File: config.mk
export PLATFORM = sky130hd
export DESIGN_NAME = wait_for_graph_deadlock_detect
export DESIGN_NICKNAME = d
export VERILOG_FILES = /design/src/rtl/wfg_pkg.sv /design/src/rtl/wait_for_graph_deadlock_detect.sv /design/src/rtl/wfg_ram.sv
export SDC_FILE = /design/constraint.sdc
export NUM_CORES = 2
export LEC_CHECK = 0
export BUFFER_PORTS_ARGS = -buffer_cell sky130_fd_sc_hd__buf_4
export CORE_UTILIZATION = 63
export CTS_CLUSTER_DIAMETER = 120
export DETAILED_ROUTE_END_ITERATION = 6
export PLACE_DENSITY = 0.76
export SKIP_CTS_REPAIR_TIMING = 1
export SLEW_MARGIN = 20
export SYNTH_ARGS = -nofsm -noshare
export SYNTH_HDL_FRONTEND = slang
export SYNTH_HIERARCHICAL = 1
export SYNTH_SLANG_ARGS = --single-unit
File: constraint.sdc
create_clock -name clk -period 6.05 [get_ports clk]
set_clock_uncertainty 0.2 [all_clocks]
set_input_delay 1.21 -clock clk [delete_from_list [all_inputs] [get_ports clk]]
set_output_delay 1.21 -clock clk [all_outputs]
set_load 0.02 [all_outputs]
File: src/rtl/wfg_pkg.sv
// shared types and constants of the wait-for graph deadlock detector
package wfg_pkg;

  localparam int NODES_DEF         = 16;
  localparam int MAX_OUT_EDGES_DEF = 16;
  localparam int PCOUNT_W          = 5;
  localparam int NODE_FIELD_W      = 4;
  localparam logic [PCOUNT_W-1:0] PCOUNT_RST = 5'd16;

  typedef enum logic [1:0] {
    ACT_ADD    = 2'd0,
    ACT_DETECT = 2'd1,
    ACT_CLEAR  = 2'd2
  } action_t;

  typedef enum logic [1:0] {
    ST_ACCEPTED    = 2'd0,
    ST_REJECTED    = 2'd1,
    ST_NO_DEADLOCK = 2'd2,
    ST_CYCLE       = 2'd3
  } status_t;

  typedef enum logic [3:0] {
    S_IDLE,
    S_ADD,
    S_ROOT,
    S_PUSH_WAIT,
    S_STEP,
    S_EDGE_WAIT,
    S_POP_WAIT,
    S_SCAN,
    S_EMIT,
    S_EMIT_TOP,
    S_EMIT_LAST
  } state_t;

endpackage

File: src/rtl/wait_for_graph_deadlock_detect.sv
// top level: wait-for graph store, depth-first cycle search and result sequencer
//
//  channel   signals                                 transfer when
//  input     start busy action from_node to_node     start && !busy
//  config    cfg_valid cfg_ready cfg_data            cfg_valid && cfg_ready
//  result    result_strobe status process last       result_strobe (one cycle)
//
// add edge: busy while in S_ADD, result strobed in the cycle after. clear: no busy cycle, no result.
// detect: each root tried passes S_ROOT, each edge examined S_STEP and S_EDGE_WAIT, each push
// S_PUSH_WAIT, each pop S_STEP and S_POP_WAIT, then a stack scan and the emit states that report
// the cycle's nodes; the worst case is set by the single read port of the edge ram.
// reset is synchronous; edge counts clear by valid bits.
// results leave on a strobe and cannot be stalled by the receiver.
module wait_for_graph_deadlock_detect
  import wfg_pkg::*;
#(
  parameter int NODES         = NODES_DEF,
  parameter int MAX_OUT_EDGES = MAX_OUT_EDGES_DEF
) (
  input  logic                    clk,
  input  logic                    rst,
  input  logic                    start,
  output logic                    busy,
  input  logic [1:0]              action,
  input  logic [NODE_FIELD_W-1:0] from_node,
  input  logic [NODE_FIELD_W-1:0] to_node,
  input  logic                    cfg_valid,
  output logic                    cfg_ready,
  input  logic [PCOUNT_W-1:0]     cfg_data,
  output logic                    result_strobe,
  output logic [1:0]              status,
  output logic [NODE_FIELD_W-1:0] process,
  output logic                    last
);

  localparam int NW   = $clog2(NODES);
  localparam int SW   = $clog2(NODES + 1);
  localparam int KW   = (SW > PCOUNT_W) ? SW : PCOUNT_W;
  localparam int CW   = $clog2(MAX_OUT_EDGES + 1);
  localparam int EW   = (MAX_OUT_EDGES > 1) ? $clog2(MAX_OUT_EDGES) : 1;
  localparam int EDEP = NODES * MAX_OUT_EDGES;
  localparam int AEW  = $clog2(EDEP);
  localparam int SEW  = NW + 2 * CW;

  state_t state, state_next;

  logic [PCOUNT_W-1:0] process_count;
  logic [KW-1:0]       count;

  logic [NW-1:0] from_n, from_n_next;
  logic [NW-1:0] to_n, to_n_next;
  logic          add_ok, add_ok_next;
  logic [KW-1:0] root, root_next;
  logic [NW-1:0] top_node, top_node_next;
  logic [CW-1:0] top_next, top_next_next;
  logic [CW-1:0] top_cnt, top_cnt_next;
  logic [SW-1:0] sp, sp_next;
  logic [NW-1:0] pos, pos_next;
  logic [NW-1:0] v_node, v_node_next;
  logic [NODES-1:0] visited, visited_next;
  logic [NODES-1:0] on_stack, on_stack_next;
  logic [NODES-1:0] cnt_valid, cnt_valid_next;

  logic                    strobe_next;
  logic [1:0]              status_next;
  logic [NODE_FIELD_W-1:0] process_next;
  logic                    last_next;

  // edge list ram
  logic           edge_we;
  logic [NW-1:0]  edge_node;
  logic [EW-1:0]  edge_idx;
  logic [AEW-1:0] edge_addr;
  logic [NW-1:0]  edge_rdata;

  // edge count ram
  logic          cnt_we;
  logic [NW-1:0] cnt_waddr;
  logic [CW-1:0] cnt_wdata;
  logic [NW-1:0] cnt_raddr;
  logic [CW-1:0] cnt_rdata;

  // search stack ram, entry is node, next edge index, edge count
  logic           stk_we;
  logic [NW-1:0]  stk_waddr;
  logic [SEW-1:0] stk_wdata;
  logic [NW-1:0]  stk_raddr;
  logic [SEW-1:0] stk_rdata;
  logic [NW-1:0]  stk_rd_node;

  logic [KW-1:0] from_k, to_k;
  logic [CW-1:0] cnt_cur;
  logic [SW-1:0] sp_m1, sp_m2, pos_p1;

  assign cfg_ready = 1'b1;
  assign busy      = (state != S_IDLE);

  assign count = (KW'(process_count) > KW'(NODES)) ? KW'(NODES) : KW'(process_count);

  assign from_k      = KW'(from_node);
  assign to_k        = KW'(to_node);
  assign cnt_cur     = cnt_valid[from_n] ? cnt_rdata : '0;
  assign sp_m1       = sp - SW'(1);
  assign sp_m2       = sp - SW'(2);
  assign pos_p1      = SW'(pos) + SW'(1);
  assign stk_rd_node = stk_rdata[SEW-1 -: NW];
  assign edge_addr   = AEW'(edge_node) * AEW'(MAX_OUT_EDGES) + AEW'(edge_idx);

  wfg_ram #(.WIDTH(NW), .DEPTH(EDEP)) u_edge_ram (
    .clk   (clk),
    .we    (edge_we),
    .waddr (edge_addr),
    .wdata (to_n),
    .raddr (edge_addr),
    .rdata (edge_rdata)
  );

  wfg_ram #(.WIDTH(CW), .DEPTH(NODES)) u_cnt_ram (
    .clk   (clk),
    .we    (cnt_we),
    .waddr (cnt_waddr),
    .wdata (cnt_wdata),
    .raddr (cnt_raddr),
    .rdata (cnt_rdata)
  );

  wfg_ram #(.WIDTH(SEW), .DEPTH(NODES)) u_stack_ram (
    .clk   (clk),
    .we    (stk_we),
    .waddr (stk_waddr),
    .wdata (stk_wdata),
    .raddr (stk_raddr),
    .rdata (stk_rdata)
  );

  always_ff @(posedge clk) begin
    if (rst) begin
      state <= S_IDLE;
    end else begin
      state <= state_next;
    end
  end

  always_ff @(posedge clk) begin
    if (rst) begin
      process_count <= PCOUNT_RST;
      cnt_valid     <= '0;
      visited       <= '0;
      on_stack      <= '0;
      result_strobe <= 1'b0;
      root          <= '0;
      sp            <= '0;
    end else begin
      if (cfg_valid && cfg_ready) begin
        process_count <= cfg_data;
      end
      cnt_valid     <= cnt_valid_next;
      visited       <= visited_next;
      on_stack      <= on_stack_next;
      result_strobe <= strobe_next;
      root          <= root_next;
      sp            <= sp_next;
    end
  end

  always_ff @(posedge clk) begin
    from_n   <= from_n_next;
    to_n     <= to_n_next;
    add_ok   <= add_ok_next;
    top_node <= top_node_next;
    top_next <= top_next_next;
    top_cnt  <= top_cnt_next;
    pos      <= pos_next;
    v_node   <= v_node_next;
    status   <= status_next;
    process  <= process_next;
    last     <= last_next;
  end

  always_comb begin
    state_next     = state;
    from_n_next    = from_n;
    to_n_next      = to_n;
    add_ok_next    = add_ok;
    root_next      = root;
    top_node_next  = top_node;
    top_next_next  = top_next;
    top_cnt_next   = top_cnt;
    sp_next        = sp;
    pos_next       = pos;
    v_node_next    = v_node;
    visited_next   = visited;
    on_stack_next  = on_stack;
    cnt_valid_next = cnt_valid;
    strobe_next    = 1'b0;
    status_next    = status;
    process_next   = process;
    last_next      = 1'b0;
    edge_we        = 1'b0;
    edge_node      = top_node;
    edge_idx       = EW'(top_next);
    cnt_we         = 1'b0;
    cnt_waddr      = from_n;
    cnt_wdata      = cnt_cur + CW'(1);
    cnt_raddr      = top_node;
    stk_we         = 1'b0;
    stk_waddr      = sp_m1[NW-1:0];
    stk_wdata      = {top_node, top_next, top_cnt};
    stk_raddr      = pos;

    case (state)
      S_IDLE: begin
        cnt_raddr = NW'(from_k);
        if (start) begin
          from_n_next = NW'(from_k);
          to_n_next   = NW'(to_k);
          add_ok_next = (from_k < count) && (to_k < count);
          case (action_t'(action))
            ACT_ADD: begin
              state_next = S_ADD;
            end
            ACT_DETECT: begin
              visited_next  = '0;
              on_stack_next = '0;
              root_next     = '0;
              state_next    = S_ROOT;
            end
            ACT_CLEAR: begin
              cnt_valid_next = '0;
            end
            default: begin
            end
          endcase
        end
      end

      S_ADD: begin
        edge_node    = from_n;
        edge_idx     = EW'(cnt_cur);
        strobe_next  = 1'b1;
        last_next    = 1'b1;
        process_next = '0;
        if (add_ok && (cnt_cur < CW'(MAX_OUT_EDGES))) begin
          edge_we                = 1'b1;
          cnt_we                 = 1'b1;
          cnt_valid_next[from_n] = 1'b1;
          status_next            = ST_ACCEPTED;
        end else begin
          status_next = ST_REJECTED;
        end
        state_next = S_IDLE;
      end

      S_ROOT: begin
        cnt_raddr = NW'(root);
        if (root >= count) begin
          strobe_next  = 1'b1;
          last_next    = 1'b1;
          status_next  = ST_NO_DEADLOCK;
          process_next = '0;
          state_next   = S_IDLE;
        end else if (visited[NW'(root)]) begin
          root_next = root + KW'(1);
        end else begin
          visited_next[NW'(root)]  = 1'b1;
          on_stack_next[NW'(root)] = 1'b1;
          top_node_next            = NW'(root);
          top_next_next            = '0;
          sp_next                  = SW'(1);
          state_next               = S_PUSH_WAIT;
        end
      end

      S_PUSH_WAIT: begin
        top_cnt_next = cnt_valid[top_node] ? cnt_rdata : '0;
        state_next   = S_STEP;
      end

      S_STEP: begin
        stk_raddr = sp_m2[NW-1:0];
        if (top_next >= top_cnt) begin
          on_stack_next[top_node] = 1'b0;
          if (sp == SW'(1)) begin
            root_next  = root + KW'(1);
            state_next = S_ROOT;
          end else begin
            sp_next    = sp_m1;
            state_next = S_POP_WAIT;
          end
        end else begin
          top_next_next = top_next + CW'(1);
          state_next    = S_EDGE_WAIT;
        end
      end

      S_POP_WAIT: begin
        {top_node_next, top_next_next, top_cnt_next} = stk_rdata;
        state_next = S_STEP;
      end

      S_EDGE_WAIT: begin
        cnt_raddr = edge_rdata;
        stk_raddr = sp_m2[NW-1:0];
        state_next = S_STEP;
        if (KW'(edge_rdata) < count) begin
          if (!visited[edge_rdata]) begin
            // push unless the depth limit is reached; otherwise skip this edge
            if (sp < SW'(NODES)) begin
              stk_we                    = 1'b1;
              visited_next[edge_rdata]  = 1'b1;
              on_stack_next[edge_rdata] = 1'b1;
              top_node_next             = edge_rdata;
              top_next_next             = '0;
              sp_next                   = sp + SW'(1);
              state_next                = S_PUSH_WAIT;
            end
          end else if (on_stack[edge_rdata]) begin
            v_node_next = edge_rdata;
            if (edge_rdata == top_node) begin
              // self-loop reports the single node
              strobe_next  = 1'b1;
              last_next    = 1'b1;
              status_next  = ST_CYCLE;
              process_next = NODE_FIELD_W'(KW'(edge_rdata));
              state_next   = S_IDLE;
            end else begin
              pos_next   = sp_m2[NW-1:0];
              state_next = S_SCAN;
            end
          end
        end
      end

      S_SCAN: begin
        // walk down the stack to the back edge target
        if (stk_rd_node == v_node) begin
          if (pos_p1 == sp_m1) begin
            state_next = S_EMIT_TOP;
          end else begin
            stk_raddr  = pos_p1[NW-1:0];
            pos_next   = pos_p1[NW-1:0];
            state_next = S_EMIT;
          end
        end else begin
          stk_raddr = pos - NW'(1);
          pos_next  = pos - NW'(1);
        end
      end

      S_EMIT: begin
        strobe_next  = 1'b1;
        status_next  = ST_CYCLE;
        process_next = NODE_FIELD_W'(KW'(stk_rd_node));
        if (pos_p1 == sp_m1) begin
          state_next = S_EMIT_TOP;
        end else begin
          stk_raddr = pos_p1[NW-1:0];
          pos_next  = pos_p1[NW-1:0];
        end
      end

      S_EMIT_TOP: begin
        strobe_next  = 1'b1;
        status_next  = ST_CYCLE;
        process_next = NODE_FIELD_W'(KW'(top_node));
        state_next   = S_EMIT_LAST;
      end

      S_EMIT_LAST: begin
        strobe_next  = 1'b1;
        last_next    = 1'b1;
        status_next  = ST_CYCLE;
        process_next = NODE_FIELD_W'(KW'(v_node));
        state_next   = S_IDLE;
      end

      default: begin
        state_next = S_IDLE;
      end
    endcase
  end

endmodule

File: src/rtl/wfg_ram.sv
// generic single-write, single-read ram with registered read data
module wfg_ram #(
  parameter int WIDTH = 8,
  parameter int DEPTH = 16,
  localparam int AW = (DEPTH > 1) ? $clog2(DEPTH) : 1
) (
  input  logic             clk,
  input  logic             we,
  input  logic [AW-1:0]    waddr,
  input  logic [WIDTH-1:0] wdata,
  input  logic [AW-1:0]    raddr,
  output logic [WIDTH-1:0] rdata
);

  logic [WIDTH-1:0] mem [DEPTH];

  always_ff @(posedge clk) begin
    if (we) begin
      mem[waddr] <= wdata;
    end
    rdata <= mem[raddr];
  end

endmodule

After elaboration in Yosys (flattened, before gate mapping)
Memories as Yosys holds them, arrays and structs flattened. A register that Yosys moved wholly into a read port is not among the register bits.
Cells that the tools add are included.

cells by class
  reduce and logical (&&, ||, !) cells = 38
  magnitude comparators = 16
  bitwise gates (word level) = 7
  $add $sub $neg = 9
  eq/ne operators = 39
  muxes and demuxes = 125

operators with widths
  cell                 count
  $mux 16              16
  $mux 5               22
  $mux 4               26
  $or 16x16->16        5
  $pmux 16 s4          1
  $pmux 16 s3          1
  $pmux 4 s3           4
  $ne 2x2->1 const B   19
  $pmux 16 s2          1
  $pmux 4 s8           1
  $pmux 5 s3           2
  $mux 1               26
  $pmux 4 s6           1
  $add 5x1->5 const B  4
  $bmux 1 s4           5
  $lt 4x5->1 const B   4
  $pmux 5 s4           1
  $reduce_and 6->1     3
  $and 16x16->16       1
  $demux 1 s4          4
  $eq 4x3->1 const B   4
  $ge 4x1->1 const B   4
  $not 16->16          1
  $reduce_and 8->1     2
  other kinds (41)     76

word-level totals
  memories = 3
  memory bits (writable) = 1328
  word-level logic and storage cells = 256
  input bits = 19
  register bits after elaboration = 106

memories
  name             words  width  read ports  clocked after Yosys merged registers in  write ports  line           RTL
  u_edge_ram.mem   256    4      1           1                                        1            wfg_ram.sv:15  logic [WIDTH-1:0] mem [DEPTH];
  u_stack_ram.mem  16     14     1           1                                        1            wfg_ram.sv:15
  u_cnt_ram.mem    16     5      1           1                                        1            wfg_ram.sv:15

Longest topological paths before layout
  depth after elaboration = 9
  gate-level depth with buffers = 17
  depth with buffers taken out = 12

Modules after synthesis
Netlist, hierarchy kept.

by module, submodules not included
  module                          times used  area each (sq um)  cells an instance
  wfg_ram (u_edge_ram)            1           40675.3            2051
  wfg_ram (u_stack_ram)           1           8763.4             379
  wait_for_graph_deadlock_detect  1           7020.5             775
  wfg_ram (u_cnt_ram)             1           3213.1             155

Least setup slack after synthesis
OpenSTA, ideal clock, no wires.

  path kind = reg-to-reg
  start point = reg to_n[0]
  end point = mem u_edge_ram/mem[0][0] (netlist bit), data pin
  library setup time = 817 ps
  path slack = 1804 ps
  arrival = 3228 ps
  buffers on the path = 0
  required time = 5033 ps
  stages on the path, launching flop included = 1
  period minus slack after synthesis = 4246 ps
  cells stage by stage = edfxtp_1

RTL lines
  item                    line                                   RTL
  from (decl)             wait_for_graph_deadlock_detect.sv:51   logic [NW-1:0] to_n, to_n_next;
  from (signal assigned)  wait_for_graph_deadlock_detect.sv:168  to_n <= to_n_next;
  to (decl)               wfg_ram.sv:15

Straight into the memory's write port.

Worst setup path in the final report
  start point = reg from_n[0], in the netlist cnt_waddr[0]
  end point = reg u_edge_ram.rdata[1], read port of u_edge_ram.mem

on the way
  longest elaborated chain between the ends = 5
  elaborated cells between the ends (all ways) = 6
  those cells by class = add/sub: 1; mux: 5

ends and longest elaborated chain
  item                          line                                   RTL
  from (decl)                   wait_for_graph_deadlock_detect.sv:50   logic [NW-1:0] from_n, from_n_next;
  from (signal assigned)        wait_for_graph_deadlock_detect.sv:167  from_n <= from_n_next;
  $bmux 1 s4                    wait_for_graph_deadlock_detect.sv:102  assign cnt_cur = cnt_valid[from_n] ? cnt_rdata : '0;
  $mux 1 (not written as such)  wait_for_graph_deadlock_detect.sv:102
  $mux 5                        wait_for_graph_deadlock_detect.sv:102
  $mux 4                        wait_for_graph_deadlock_detect.sv:211  case (state)
  $add 8x4->8                   wait_for_graph_deadlock_detect.sv:107  assign edge_addr = AEW'(edge_node) * AEW'(MAX_OUT_EDGES) + AEW'(edge_idx);
  via edge_addr[0]              wait_for_graph_deadlock_detect.sv:73   logic [AEW-1:0] edge_addr;
  to (decl)                     wfg_ram.sv:12                          output logic [WIDTH-1:0] rdata

The timed path passes the listed nets, and every way through them passes these cells. The select of a mux whose other input is x is not followed.
A chain may end at the register's enable or synchronous reset.

==> impl_results.md <==
* Number of buffers between clock root and the deepest sink at 3
* Cells after synthesis at around 3,400
* Pwr per Cell Area at approximately 320 mW/mm^2
* Post-synth ARST share at 0
* Buffer type at the clock tree root: sky130_fd_sc_hd__clkbuf_16
* Vias in the first global route at roughly 33,000
* Leftover overflow at the end of global routing at 0
* CP Capture Type: flop
* Proportion of synthesized chip area in sequential cells at 0.718
* Yosys reg bits at roughly 1,500
* Routability congestion estimate from global placement at around 0.91
* Power spent charging and discharging nets at 4.35 mW
* Number of pins exceeding their max-slew limit in the final report at 0
* First-pass GRT wire length at roughly 210 mm
* Classification of the worst setup path: reg2reg
* Top cell by count, worst path: sky130_fd_sc_hd__mux4_2
* All-layer global routing usage at 0.302
* Fraction of synthesized cell area taken by the top area cell type at 0.687
* Number of remaining DRC errors at 6
* Total area of sequential cells at about 0.043 sq mm
* Via-per-instance ratio at 6.87
* Chain of cells forming the critical path: mux4_2, mux4_2, nand2_1, o21ai_4, buf_4, mux4_2, nor2b_1, a211oi_1, a2111oi_0, nor4_1, o211ai_1
* Primary FF master, synth: sky130_fd_sc_hd__edfxtp_1
* Clock Latency Late Sink at 0.77 ns
* Syn-to-layout area delta at 11.0%
* Number of DRC violations after detailed-routing iteration 0 at 5,062
* Initial antenna violation count at 2
* CTS H-tree lvls at 4
* Cell with the biggest individual delay on the critical path: sky130_fd_sc_hd__a2111oi_0
* Buffers on Ports at 27
* Element type at the critical path start: flop
* Final period util at 0.921
* Number of filler cells placed in the layout at 5,655
* Number of enable-type register cells in the synthesized netlist at 1,365
* Relative slew margins at 0.271
* Number of maximum-capacitance violations at 0
* Main area contributors after synthesis: sky130_fd_sc_hd__edfxtp_1 69%, sky130_fd_sc_hd__mux4_2 13%, sky130_fd_sc_hd__dfxtp_1 3.1%
* Part of the power in registers at 0.531
* Area occupied by multi-input gates at 0.0158 sq mm
* Achievable clock frequency at 0.180 GHz
* Cell taking the most area after synthesis: sky130_fd_sc_hd__edfxtp_1
* Leakage power of the design at 21.0 nW
* Post-DR wirelength/cell at 29.6 microns
* Detailed-router iteration count before antenna repair at 7
* Mean Syn Cell Area at roughly 18 sq um
* Post-detailed-placement half-perimeter wirelength at 86.2 mm
* Worst path arrival time at 6.04 ns
* Final number of setup-violating endpoints at 0
* Initial Utilization at 0.637
* Syn Std Cell Area at just under 0.06 sq mm
* Count of synthesis-stage warnings from yosys at 6
* Outcome: finished, violations left
* Share of total power in combinational logic at 0.043
* Die Ht at between 300 and 400 microns
* RSZ-0062 raised after global routing: no
* Count of nets left with antenna violations after detail routing at 0
* Post-Route Utilization at 0.708
* Final Routed Wirelength at 142 mm
* TritonCTS clock tree: done
* Slew @ Worst Pin at around 1.1 ns
* Largest net degree at the start of global routing at 257
* Total CTS buffers at 143
* Die extent in x at about 310 microns
* Minimum period implied by the final worst setup slack at ~5.6 ns
* Worst-path clk slew at 0.07 ns
* Classification of the worst-slack hold path: reg2reg
* Die Area at 0.0960 sq mm
* Worst IR Drop VDD at between 0.2 and 0.3 mV
* Internal Pwr Total at approximately 17 mW
* # diodes at 0
* Netlist cell types at 81
* Clock Sink Count at 1,457
* Buffering stage count on the worst path with inverters included at 1
* Family with the most delay on the worst path: compound AO/OA/AOI/OAI gates
* Cell Rows at 112
* Synthesized netlist net count at 3,412
* Clock power frac at 0.427
* Critical Path Max Stage Delay at 0.95 ns
* Failing checks: design-rule violations
* Floorplan core area at 0.0936 sq mm
* Net count, final at 3,492
* Num ports at 29
* Biggest fanout along the worst timing path at 42
* Final setup TNS at 0 ns
* Required arrival time at the worst endpoint at ~6.5 ns
* Number of hold-slack violations in the final timing report at 0
* Total via count after detailed routing at around 33,000
* Switching share of power at 0.209
* Worst hold margin at 0.283 ns
* Share of post-route cells with drive strength above 1 at 0.206
==> cells by family (layout without fill, tap and decap cells) <==
| family | Yosys count | in the layout | synth area share |
|---|---|---|---|
| AO/OA/AOI/OAI | 342 | 342 | 0.0411 |
| XOR/XNOR | 32 | 32 | 0.00470 |
| adder cells (fa/ha/maj) | 33 | 33 | 0.00692 |
| buffers and inverters | 226 | 422 | 0.0193 |
| flip-flops | 1457 | 1457 | 0.718 |
| multiplexers | 439 | 439 | 0.147 |
| other | 1 | 1 | 0.0000628 |
| AND/OR/NAND/NOR | 830 | 830 | 0.0632 |
==> worst register-to-register path, stage by stage (launching register included) <==
cell and delay, ns:
sky130_fd_sc_hd__edfxtp_1 0.77, sky130_fd_sc_hd__mux4_2 0.35, sky130_fd_sc_hd__mux4_2 0.31, sky130_fd_sc_hd__nand2_1 0.36, sky130_fd_sc_hd__o21ai_4 0.66, sky130_fd_sc_hd__buf_4 0.80, sky130_fd_sc_hd__mux4_2 0.40, sky130_fd_sc_hd__nor2b_1 0.17
sky130_fd_sc_hd__a211oi_1 0.09, sky130_fd_sc_hd__a2111oi_0 0.95, sky130_fd_sc_hd__nor4_1 0.18, sky130_fd_sc_hd__o211ai_1 0.23
==> power by group through the flow <==
stage	Clock, mW	Combinational [mW]	Sequential, mW
after global routing	9.37	0.934	11.1
after global placement	0	0.830	11.3
after floorplan	0	0.509	11.4
after CTS	8.99	0.865	11.1
final	8.91	0.889	11.1
after detailed placement	0	0.859	11.3
==> state kept, by name (all words and copies together) (netlist names), 14 cells and up <==
register	flops
u_stack_ram/mem	224
u_stack_ram/rdata	14
cnt_valid	16
u_cnt_ram/mem	80
u_edge_ram/mem	1024
visited	16
on_stack	16
==> final cells by class <==
class,count,area share
Multi-Input combinational cell,1677,0.239
Clock inverter,77,0.0131
Inverter,27,0.00153
Sequential cell,1457,0.647
Clock buffer,184,0.0578
Tap cell,1254,0.0237
Timing Repair Buffer,134,0.0181
==> cells in the final DEF (no fill, tap or decap), types with 13 or more instances in the layout <==
cell                           n
sky130_fd_sc_hd__clkbuf_16   146
sky130_fd_sc_hd__a31oi_1      25
sky130_fd_sc_hd__mux4_2      345
sky130_fd_sc_hd__nor2_1      352
sky130_fd_sc_hd__clkinv_2     22
sky130_fd_sc_hd__a211oi_1     13
sky130_fd_sc_hd__clkinv_1     21
sky130_fd_sc_hd__dfxtp_1      92
sky130_fd_sc_hd__nor2b_1      47
sky130_fd_sc_hd__buf_4       120
sky130_fd_sc_hd__o22ai_1      13
sky130_fd_sc_hd__o211ai_1     20
sky130_fd_sc_hd__clkbuf_1     35
sky130_fd_sc_hd__o21ai_0      44
sky130_fd_sc_hd__nand2_1     176
sky130_fd_sc_hd__a22o_1       25
sky130_fd_sc_hd__nand2b_1     25
sky130_fd_sc_hd__nand3_1     102
sky130_fd_sc_hd__inv_1        26
sky130_fd_sc_hd__xnor2_1      14
sky130_fd_sc_hd__a21oi_1      45
sky130_fd_sc_hd__xor2_1       17
sky130_fd_sc_hd__bufinv_16    16
sky130_fd_sc_hd__edfxtp_1   1365
sky130_fd_sc_hd__a22oi_1      68
sky130_fd_sc_hd__nand4_1      23
sky130_fd_sc_hd__nor3_1       31
sky130_fd_sc_hd__mux2i_1      82
sky130_fd_sc_hd__ha_1         33
==> final timing paths <==
kind,to,slack (ns),startpoint,cells after the start
max,u_edge_ram/rdata[1],0.48,cnt_waddr[0],11
min,cnt_valid[11],0.28,cnt_valid[11],2
max reg2reg,u_edge_ram/rdata[1],0.48,cnt_waddr[0],11
min reg2reg,cnt_valid[11],0.28,cnt_valid[11],2
==> routing by layer <==
layer,up-vias,global-route usage,share of wire,routed length [microns]
li1,13600,-,-,-
met1,16900,0.434,0.38,53900
met2,2178,0.467,0.48,67700
met3,324,0.0585,0.11,15400
met4,4,0.117,0.037,5260
met5,-,0,0.00020,29
==> stage by stage <==
| stage | setup slack (ns) | power (mW) | cells | area [sq um] |
|---|---|---|---|---|
| floorplan | 1.80 | 11.9 | 3360 | 59700 |
| global placement | 0.706 | 12.1 | 4544 | 61400 |
| detailed placement | 0.525 | 12.2 | 4545 | 61400 |
| CTS | 0.458 | 20.9 | 4806 | 66100 |
| global route | 0.120 | 21.4 | 4810 | 66200 |
| finish | 0.479 | 20.9 | 4810 | 66200 |
==> Yosys cell counts, types with 7 or more instances <==
library cell / instances
sky130_fd_sc_hd__xor2_1: 17
sky130_fd_sc_hd__nand3_1: 102
sky130_fd_sc_hd__o22ai_1: 13
sky130_fd_sc_hd__a21oi_1: 45
sky130_fd_sc_hd__buf_4: 16
sky130_fd_sc_hd__nor2b_1: 47
sky130_fd_sc_hd__buf_1: 15
sky130_fd_sc_hd__nor3_1: 35
sky130_fd_sc_hd__nand4_1: 23
sky130_fd_sc_hd__a221oi_1: 11
sky130_fd_sc_hd__buf_2: 31
sky130_fd_sc_hd__nand2_1: 178
sky130_fd_sc_hd__a2111oi_0: 8
sky130_fd_sc_hd__buf_6: 26
sky130_fd_sc_hd__o211ai_1: 20
sky130_fd_sc_hd__edfxtp_1: 1365
sky130_fd_sc_hd__dfxtp_1: 92
sky130_fd_sc_hd__xnor2_1: 15
sky130_fd_sc_hd__ha_1: 33
sky130_fd_sc_hd__nor2_1: 356
sky130_fd_sc_hd__and3_1: 8
sky130_fd_sc_hd__mux2i_1: 82
sky130_fd_sc_hd__inv_1: 26
sky130_fd_sc_hd__a211oi_1: 13
sky130_fd_sc_hd__and2_1: 11
sky130_fd_sc_hd__a22o_1: 25
sky130_fd_sc_hd__mux2_2: 8
sky130_fd_sc_hd__nand2b_1: 25
sky130_fd_sc_hd__a32o_1: 7
sky130_fd_sc_hd__mux4_2: 345
sky130_fd_sc_hd__clkbuf_1: 110
sky130_fd_sc_hd__a31oi_1: 25
sky130_fd_sc_hd__a22oi_1: 68
sky130_fd_sc_hd__o221ai_1: 12
sky130_fd_sc_hd__o21ai_0: 47
No activity file was read; power rests on OpenSTA's default activity.
